File: config.mk
export PLATFORM = sky130hd
export DESIGN_NAME = glos_ctrl
export DESIGN_NICKNAME = d
export VERILOG_FILES = /design/src/rtl/core/glos_pkg.sv /design/src/rtl/core/glos_ctrl.sv
export SDC_FILE = /design/constraint.sdc
export NUM_CORES = 1
export LEC_CHECK = 0
export BUFFER_PORTS_ARGS = -buffer_cell sky130_fd_sc_hd__buf_2
export CELL_PAD_IN_SITES_DETAIL_PLACEMENT = 0
export CELL_PAD_IN_SITES_GLOBAL_PLACEMENT = 1
export CORE_MARGIN = 4
export CORE_UTILIZATION = 31
export CTS_CLUSTER_DIAMETER = 30
export DETAILED_ROUTE_END_ITERATION = 7
export GPL_TIMING_DRIVEN = 0
export HOLD_SLACK_MARGIN = 0.1
export PLACE_DENSITY_LB_ADDON = 0.3
export SLEW_MARGIN = 20
export SYNTH_ARGS = -nofsm -noshare
export SYNTH_HDL_FRONTEND = slang
export SYNTH_SLANG_ARGS = --single-unit
export TNS_END_PERCENT = 50
File: constraint.sdc
create_clock -name i_clk -period 2.2 [get_ports i_clk]
set_input_delay 0.33 -clock i_clk [delete_from_list [all_inputs] [get_ports i_clk]]
set_output_delay 0.33 -clock i_clk [all_outputs]
set_load 0.005 [all_outputs]
File: src/rtl/core/glos_pkg.sv
package glos_pkg;

    // Storage size of the solid map
    localparam int MAX_COLUMNS = 64;
    localparam int MAX_ROWS    = 64;
    localparam int MAP_DEPTH   = MAX_COLUMNS * MAX_ROWS;
    localparam int ADDR_W      = (MAP_DEPTH > 1) ? $clog2(MAP_DEPTH) : 1;

    // Pixel coordinates and the quotient bits the divider produces per division
    localparam int COORD_W   = 16;
    localparam int DIV_STEPS = COORD_W;
    localparam int DIV_CNT_W = $clog2(DIV_STEPS);

    // Request codes
    localparam logic [1:0] OP_WRITE = 2'd0;
    localparam logic [1:0] OP_LINE  = 2'd1;
    localparam logic [1:0] OP_POINT = 2'd2;

    // Divider operand selection
    localparam logic [1:0] SEL_SX = 2'd0;
    localparam logic [1:0] SEL_SY = 2'd1;
    localparam logic [1:0] SEL_EX = 2'd2;
    localparam logic [1:0] SEL_EY = 2'd3;

    typedef struct packed {
        logic [1:0]                 op;
        logic [5:0]                 cell_x;
        logic [5:0]                 cell_y;
        logic                       solid;
        logic signed [COORD_W-1:0]  start_x;
        logic signed [COORD_W-1:0]  start_y;
        logic signed [COORD_W-1:0]  end_x;
        logic signed [COORD_W-1:0]  end_y;
    } t_item;

    typedef struct packed {
        logic [6:0] grid_width;
        logic [6:0] grid_height;
        logic [7:0] tile_width;
        logic [7:0] tile_height;
    } t_cfg;

    typedef struct packed {
        logic       clr;
        logic       load;
        logic       wr;
        logic       div_start;
        logic       div_cap;
        logic [1:0] div_sel;
        logic       setup;
        logic       step;
        logic       probe;
    } t_cmd;

    typedef struct packed {
        logic clr_last;
        logic div_done;
        logic walk_last;
        logic hit_now;
    } t_stat;

    function automatic logic [ADDR_W-1:0] cell_addr(input logic [COORD_W-1:0] x,
                                                     input logic [COORD_W-1:0] y);
        logic [31:0] lin;
        lin = 32'(y) * 32'(MAX_COLUMNS) + 32'(x);
        return lin[ADDR_W-1:0];
    endfunction

endpackage

File: src/rtl/core/glos_ctrl.sv
module glos_ctrl (
    input  logic            i_clk,
    input  logic            i_rst_n,
    input  logic            i_in_valid,
    input  logic [1:0]      i_in_op,
    output logic            o_in_ready,
    output logic            o_out_valid,
    output logic            o_out_hit,
    input  logic            i_out_ready,
    output glos_pkg::t_cmd  o_cmd,
    input  glos_pkg::t_stat i_stat
);
    import glos_pkg::*;

    localparam logic [3:0] S_CLEAR  = 4'd0;
    localparam logic [3:0] S_IDLE   = 4'd1;
    localparam logic [3:0] S_DSTART = 4'd2;
    localparam logic [3:0] S_DWAIT  = 4'd3;
    localparam logic [3:0] S_SETUP  = 4'd4;
    localparam logic [3:0] S_WALK   = 4'd5;
    localparam logic [3:0] S_DRAIN  = 4'd6;
    localparam logic [3:0] S_PROBE  = 4'd7;
    localparam logic [3:0] S_PCHK   = 4'd8;
    localparam logic [3:0] S_FIN    = 4'd9;

    logic [3:0] r_state, n_state;
    logic [1:0] r_sel, n_sel;
    logic       r_line, n_line;
    logic       r_hit, n_hit;
    logic       r_out_valid, n_out_valid;
    logic       r_out_hit, n_out_hit;
    logic       last_sel;

    assign last_sel = r_line ? (r_sel == SEL_EY) : (r_sel == SEL_SY);

    always_comb begin
        n_state     = r_state;
        n_sel       = r_sel;
        n_line      = r_line;
        n_hit       = r_hit;
        n_out_valid = r_out_valid;
        n_out_hit   = r_out_hit;
        o_cmd       = '0;
        o_cmd.div_sel = r_sel;
        o_in_ready  = (r_state == S_IDLE);

        if (r_out_valid && i_out_ready) begin
            n_out_valid = 1'b0;
        end

        unique case (r_state)
            S_CLEAR: begin
                o_cmd.clr = 1'b1;
                if (i_stat.clr_last) begin
                    n_state = S_IDLE;
                end
            end
            S_IDLE: begin
                if (i_in_valid) begin
                    o_cmd.load = 1'b1;
                    n_hit      = 1'b0;
                    n_sel      = SEL_SX;
                    case (i_in_op)
                        OP_WRITE: begin
                            o_cmd.wr = 1'b1;
                            n_state  = S_FIN;
                        end
                        OP_LINE: begin
                            n_line  = 1'b1;
                            n_state = S_DSTART;
                        end
                        OP_POINT: begin
                            n_line  = 1'b0;
                            n_state = S_DSTART;
                        end
                        default: n_state = S_FIN;
                    endcase
                end
            end
            S_DSTART: begin
                o_cmd.div_start = 1'b1;
                n_state         = S_DWAIT;
            end
            S_DWAIT: begin
                if (i_stat.div_done) begin
                    o_cmd.div_cap = 1'b1;
                    if (last_sel) begin
                        n_state = r_line ? S_SETUP : S_PROBE;
                    end else begin
                        n_sel   = r_sel + 2'd1;
                        n_state = S_DSTART;
                    end
                end
            end
            S_SETUP: begin
                o_cmd.setup = 1'b1;
                n_state     = S_WALK;
            end
            S_WALK: begin
                o_cmd.step = 1'b1;
                if (i_stat.hit_now) begin
                    n_hit   = 1'b1;
                    n_state = S_FIN;
                end else if (i_stat.walk_last) begin
                    n_state = S_DRAIN;
                end
            end
            S_DRAIN: begin
                n_hit   = i_stat.hit_now;
                n_state = S_FIN;
            end
            S_PROBE: begin
                o_cmd.probe = 1'b1;
                n_state     = S_PCHK;
            end
            S_PCHK: begin
                n_hit   = i_stat.hit_now;
                n_state = S_FIN;
            end
            S_FIN: begin
                if (!r_out_valid || i_out_ready) begin
                    n_out_valid = 1'b1;
                    n_out_hit   = r_hit;
                    n_state     = S_IDLE;
                end
            end
            default: n_state = S_IDLE;
        endcase
    end

    always_ff @(posedge i_clk) begin
        if (!i_rst_n) begin
            r_state     <= S_CLEAR;
            r_sel       <= SEL_SX;
            r_line      <= 1'b0;
            r_hit       <= 1'b0;
            r_out_valid <= 1'b0;
        end else begin
            r_state     <= n_state;
            r_sel       <= n_sel;
            r_line      <= n_line;
            r_hit       <= n_hit;
            r_out_valid <= n_out_valid;
        end
    end

    always_ff @(posedge i_clk) begin
        r_out_hit <= n_out_hit;
    end

    assign o_out_valid = r_out_valid;
    assign o_out_hit   = r_out_hit;

endmodule

==> results.toml, run 1 <==
[sta]
rsz0062_at_grt = "no"
fmax_mhz = 581
relSlewSlack = 0.735
hold_viol = 0
worst_pin_slew_ns = 0.398
setup_viol = 0
finClkSkew_ns = 0.0139
period_share = 0.783
slew_violations = 0
setup_ws_ns = 0.477
fin_setup_tns_ns = 0
layout_min_cycle_time_ns = 1.72

[placed_design]
port-buffer-count = 21
gp_congestion = 0.755
place_ws_ns = 0.748
dp_hpwl_um = 1620

[clocking]
ctsResizeCount = 0
cts_tree = "done"
root_buffer = "clkbuf_4"
numCtsBuffers = 3
holdBufCountCts = 0
post_cts_buffers = 0
clk_pin_slew_worst_paths_ns = 0.08
clock-sinks = 10
ctsHtreeMaxLevel = 1
clockBufferDepth = 2
clk_latency_ns = 0.27

[critical_path]
slowest_delay_ns = 0.56
crit_type = "flip-flop to output pin"
crit_path_start_kind = "flip-flop"
crit_required_ns = 1.87
path_max_fanout = 7
worstPathCellList = "nand2b_4 > nor2_1 > and2_1 > buf_2"
arrival_ns = 1.39
slowest_stage = "dfxtp_1"
crit_path_end_kind = "output pin"

[yosys]
syn-instance-count = 96
ys_seq_elements = 10
seq_area_frac_synth = 0.259
synth_cell_types = 44
synth_ff_type = "dfxtp_1"
ys_async_sr_fraction = 0
yosys-top-cells-area = "dfxtp_1 22%, nor3_1 4.9%, edfxtp_1 3.7%"
synth_area_leader_cell = "dfxtp_1"
syn_area_um2 = 811
synth_edf_count = 1
synth.avg_cell_area_um2 = 8.45
synth_top_area_share = 0.222
yosys_warnings = 0
synth_nets = 108

[power_and_ir_drop]
clkPwrFrac = 0.309
switching_share = 0.304
vdd_drop_max_mv = 0.230
p_switching_mw = 0.135
combPwrFrac = 0.246
p_seq_frac = 0.446
total_power_mw = 0.446
power_leakage_nw = 0.417
powerDensity_mw_per_mm2 = 456
p_int_mw = 0.311

[grt]
first_global_vias = 791
track_usage = 0.143
antenna_found_initial = 0
grt.overflow.total = 0
grt_pass1_wl_um = 3770
grt_start_max_net_pins = 11

[cells_and_area]
multi_input_area_um2 = 536
nets = 134
flow.area_growth_from_synthesis_pct = 20.8
fillers = 278
antenna_cells = 0
postLayoutCoreUtil = 0.395
seqCellArea_um2 = 210
drive_above_1_share = 0.322

[drt]
vias_per_cell = 5.33
wl_per_cell_um = 14.4
vias = 805
drtAntennaViolNets = 0
drt_wl_total_um = 2180
dr.pass1.iters = 4
drc = 0
dr.first_iter.drc_count = 33

[status]
status = "finished clean"

[die]
fp.dieH_um = 59.1
num_rows = 18
fp.dieArea_mm2 = 0.00350
boundaryPins = 23
fp.dieW_um = 59.1
coreArea_mm2 = 0.00248
initial_core_util = 0.327

[flow_run]
maxCapViolCount = 0

[worst_hold_path]
min_path_type = "input port to flip-flop"
-- layout make-up --
type | instances | share of cell area
buffer | 6 | 0.0434
multi-input combinational | 74 | 0.547
clock buffer | 4 | 0.0268
inverter | 6 | 0.0230
timing repair buffer | 21 | 0.107
sequential | 10 | 0.215
tap | 30 | 0.0383
-- Yosys cell counts, types with 2 or more instances --
master	number
o21ai_0	3
o221ai_1	3
o21ai_1	2
mux2i_1	2
nor2b_1	3
ha_1	2
nor2_1	8
and2_1	2
a21oi_1	5
a31oi_1	2
nor4_2	2
nand2b_1	2
and2b_1	2
nor3_1	8
nand2_1	4
dfxtp_1	9
buf_6	2
buf_2	4
inv_1	6
-- state kept, by name, summed over array words and instances (netlist names) --
register     cells
o_out_valid      1
r_line           1
r_state          4
r_sel            2
r_hit            1
o_out_hit        1
-- worst max-delay path, delay by kind of cell, from the launching register on --
family | cells | cell delay [ns]
AND/OR/NAND/NOR | 3 | 0.45
flip-flops | 1 | 0.56
buffers and inverters | 1 | 0.12
-- power by group through the flow --
stage                     clock (mW)  combinational, mW  sequential [mW]
after global routing           0.154              0.123            0.200
final                          0.138              0.110            0.199
after detailed placement           0              0.109            0.203
after floorplan                    0             0.0753            0.201
after global placement             0              0.109            0.203
after CTS                      0.145              0.110            0.199
-- cell usage in the layout (no fill, tap or decap), types with 3 or more instances in the layout --
| master | n |
|---|---|
| inv_1 | 6 |
| nor3_1 | 8 |
| buf_2 | 25 |
| dfxtp_1 | 9 |
| clkbuf_4 | 3 |
| o21ai_0 | 3 |
| nor2_1 | 8 |
| a21oi_1 | 5 |
| o221ai_1 | 3 |
| nor2b_1 | 3 |
| nand2_1 | 4 |
-- path summary, 6_finish.rpt --
| path | cells past startpoint | slack [ns] | endpoint | startpoint |
|---|---|---|---|---|
| max | 4 | 0.48 | o_cmd[5] | r_state[2] |
| min | 3 | 0.34 | r_state[1] | i_stat[2] |
| max reg2reg | 4 | 0.75 | r_state[2] | r_state[2] |
| min reg2reg | 0 | 0.43 | o_out_hit | r_hit |
-- per-layer routing --
| metal | routed length [um] | track usage |
|---|---|---|
| met1 | 953 | 0.186 |
| met2 | 1010 | 0.215 |
| met3 | 181 | 0.0545 |
| met4 | 29 | 0.0485 |
| met5 | 0 | 0 |
-- per-stage QoR --
| step | instance area, um2 | hold WS (ns) | cells |
|---|---|---|---|
| after global routing | 980 | 0.370 | 151 |
| final | 980 | 0.335 | 151 |
| after CTS | 980 | 0.337 | 151 |
| after global placement | 953 | 0.417 | 147 |
| after floorplan | 811 | 0.409 | 96 |
| after detailed placement | 953 | 0.426 | 147 |
-- kinds of logic after synthesis --
| family | after synthesis | synth area share |
|---|---|---|
| DFF | 10 | 0.259 |
| buffers and inverters | 12 | 0.0802 |
| xor gates and xnor gates | 1 | 0.0108 |
| muxes | 3 | 0.0432 |
| AOI/OAI and AO/OA | 26 | 0.232 |
| and+or+nand+nor | 42 | 0.344 |
| adders and majority gates | 2 | 0.0309 |
(Power assumes the default switching activity.)
==> run 2, diff against run 1 <==
Clock period 2.2 ns to 1.6 ns, I/O delays scaled along.
==> results.toml, run 2 (synthesis gave the netlist of run 1 again) <==
[status]
status = "finished clean"

[cells_and_area]
antenna_cells = 0
final_common_cell = "buf_2"
seqCellArea_um2 = 214
drive_above_1_share = 0.361
nets = 135
final_cell_mix = "24 x buf_2, 8 x nor2_1, 7 x nor3_1"
flow.area_growth_from_synthesis_pct = 23.6
multi_input_area_um2 = 541
fillers = 273
design_area_mm2 = 0.00100
reg.largest.list = "r_state (4), r_sel (2)"
fin_cells = 152
regMostFlops = "r_state"
largest_register_ffs = 4

[critical_path]
ff2ff_setup_slack_ns = 0.16
slowest_delay_ns = 0.34
worstPathCellList = "buf_8 > nor2_4 > and3_4 > and2_1 > buf_2"
r2r_start = "r_state[1]"
crit_start = "r_state[1]"
crit_type = "flip-flop to output pin"
path_max_fanout = 10
slowest_stage = "dfxtp_2"
r2r_end = "r_state[2]"
crit_required_ns = 1.36
crit_path_end_kind = "output pin"
arrival_ns = 1.33
crit_path_start_kind = "flip-flop"
r2r_cells = 5

[worst_hold_path]
hold_depth = 3
min_path_type = "input port to flip-flop"
worstHoldStart = "i_stat[2]"
hold_path_end = "r_state[1]"

[die]
coreArea_mm2 = 0.00248
fp.dieW_um = 59.1
num_rows = 18
fp.dieH_um = 59.1
initial_core_util = 0.327
boundaryPins = 23
fp.dieArea_mm2 = 0.00350

[drt]
vias_per_cell = 5.27
dr.pass1.iters = 6
dr.first_iter.drc_count = 29
wl_per_cell_um = 14.5
wl_met3_um = 194
drc = 0
drtAntennaViolNets = 0
vias = 801
drt_wl_total_um = 2210
wl_met2_um = 1010
dr.max_layer_used = "met4"
wl_met1_um = 982

[placed_design]
port-buffer-count = 21
dp_hpwl_um = 1620
dp_cells = 147
gp_congestion = 0.755
placedInstanceArea_um2 = 953

[power_and_ir_drop]
vdd_drop_max_mv = 0.315
switching_share = 0.302
powerDensity_mw_per_mm2 = 615
clkPwrFrac = 0.305
total_power_mw = 0.617
p_seq_frac = 0.445
p_int_mw = 0.430
p_switching_mw = 0.186
combPwrFrac = 0.250
power_leakage_nw = 0.428

[sta]
finClkSkew_ns = 0.0130
rsz0062_at_grt = "yes"
fin_setup_tns_ns = 0
setup_viol = 0
slew_violations = 0
worst_pin_slew_ns = 0.361
hold_viol = 0
fmax_mhz = 636
relSlewSlack = 0.759
period_share = 0.982
layout_min_cycle_time_ns = 1.57

[grt]
antenna_found_initial = 0
grt.overflow.total = 0
grt_start_max_net_pins = 11
track_usage = 0.143
first_global_vias = 794
grt_pass1_wl_um = 3760

[flow_run]
maxCapViolCount = 0

[clocking]
ctsHtreeMaxLevel = 1
root_buffer = "clkbuf_4"
numCtsBuffers = 3
clk_latency_ns = 0.27
clock-sinks = 10
clk_pin_slew_worst_paths_ns = 0.08
clockBufferDepth = 2
cts_tree = "done"
run 2: cell types whose count changed in the layout (fill, tap and decap cells not counted):
cell | previous run | this run
nor3_2 | 0 | 1
dfxtp_1 | 9 | 6
buf_6 | 2 | 1
buf_4 | 0 | 1
buf_8 | 0 | 1
buf_2 | 25 | 24
nor3_1 | 8 | 7
dfxtp_2 | 0 | 3
clkbuf_4 | 3 | 4
run 2: worst max-delay path: cells and delay by family, from the launching register on:
| family | cells | cell delay, ns |
|---|---|---|
| simple gates | 3 | 0.47 |
| buf+inv | 2 | 0.25 |
| flops | 1 | 0.34 |
run 2: worst max-delay path by stage:
stage | end | slack [ns] | depth (start not counted)
finish | o_cmd[7] | 0.03 | 5
global route | o_cmd[7] | -0.03 | 5
CTS | o_cmd[7] | 0.005 | 5
detailed placement | r_sel[0] | 0.20 | 5
global placement | r_state[2] | 0.18 | 5
floorplan | r_sel[0] | 0.33 | 5
run 2: metal layers:
| layer | global-route usage | up-vias |
|---|---|---|
| met1 | 0.186 | 354 |
| met2 | 0.215 | 35 |
| met4 | 0.0485 | 0 |
| li1 | - | 410 |
| met3 | 0.0545 | 2 |
| met5 | 0 | - |
run 2: timing repair:
action,4_1_cts,5_1_grt
endpoints found under the setup margin,2,3
pin swaps,2,1
buffers inserted,0,1
hold buffers,0,0
resized for setup,3,3
run 2: per-stage QoR:
stage,utilization,hold WS (ns),worst slack (ns)
global route,0.405,0.278,-0.0337
CTS,0.397,0.240,0.00472
finish,0.405,0.243,0.0286
detailed placement,0.385,0.426,0.205
floorplan,-,0.355,0.331
global placement,0.385,0.417,0.184
run 2: final cells by class:
cell class / count / area share
multi-input combinational: 74 / 0.539
sequential: 10 / 0.213
timing repair buffer: 22 / 0.112
buffer: 6 / 0.0487
tap: 30 / 0.0375
clock buffer: 4 / 0.0262
inverter: 6 / 0.0225
run 2: power groups by stage:
stage          clock network [mW]  registers, mW  logic [mW]
2_1_floorplan                   0          0.276       0.104
3_3_place_gp                    0          0.279       0.150
3_5_place_dp                    0          0.279       0.149
4_1_cts                     0.199          0.274       0.151
5_1_grt                     0.212          0.276       0.172
6_report                    0.188          0.275       0.154
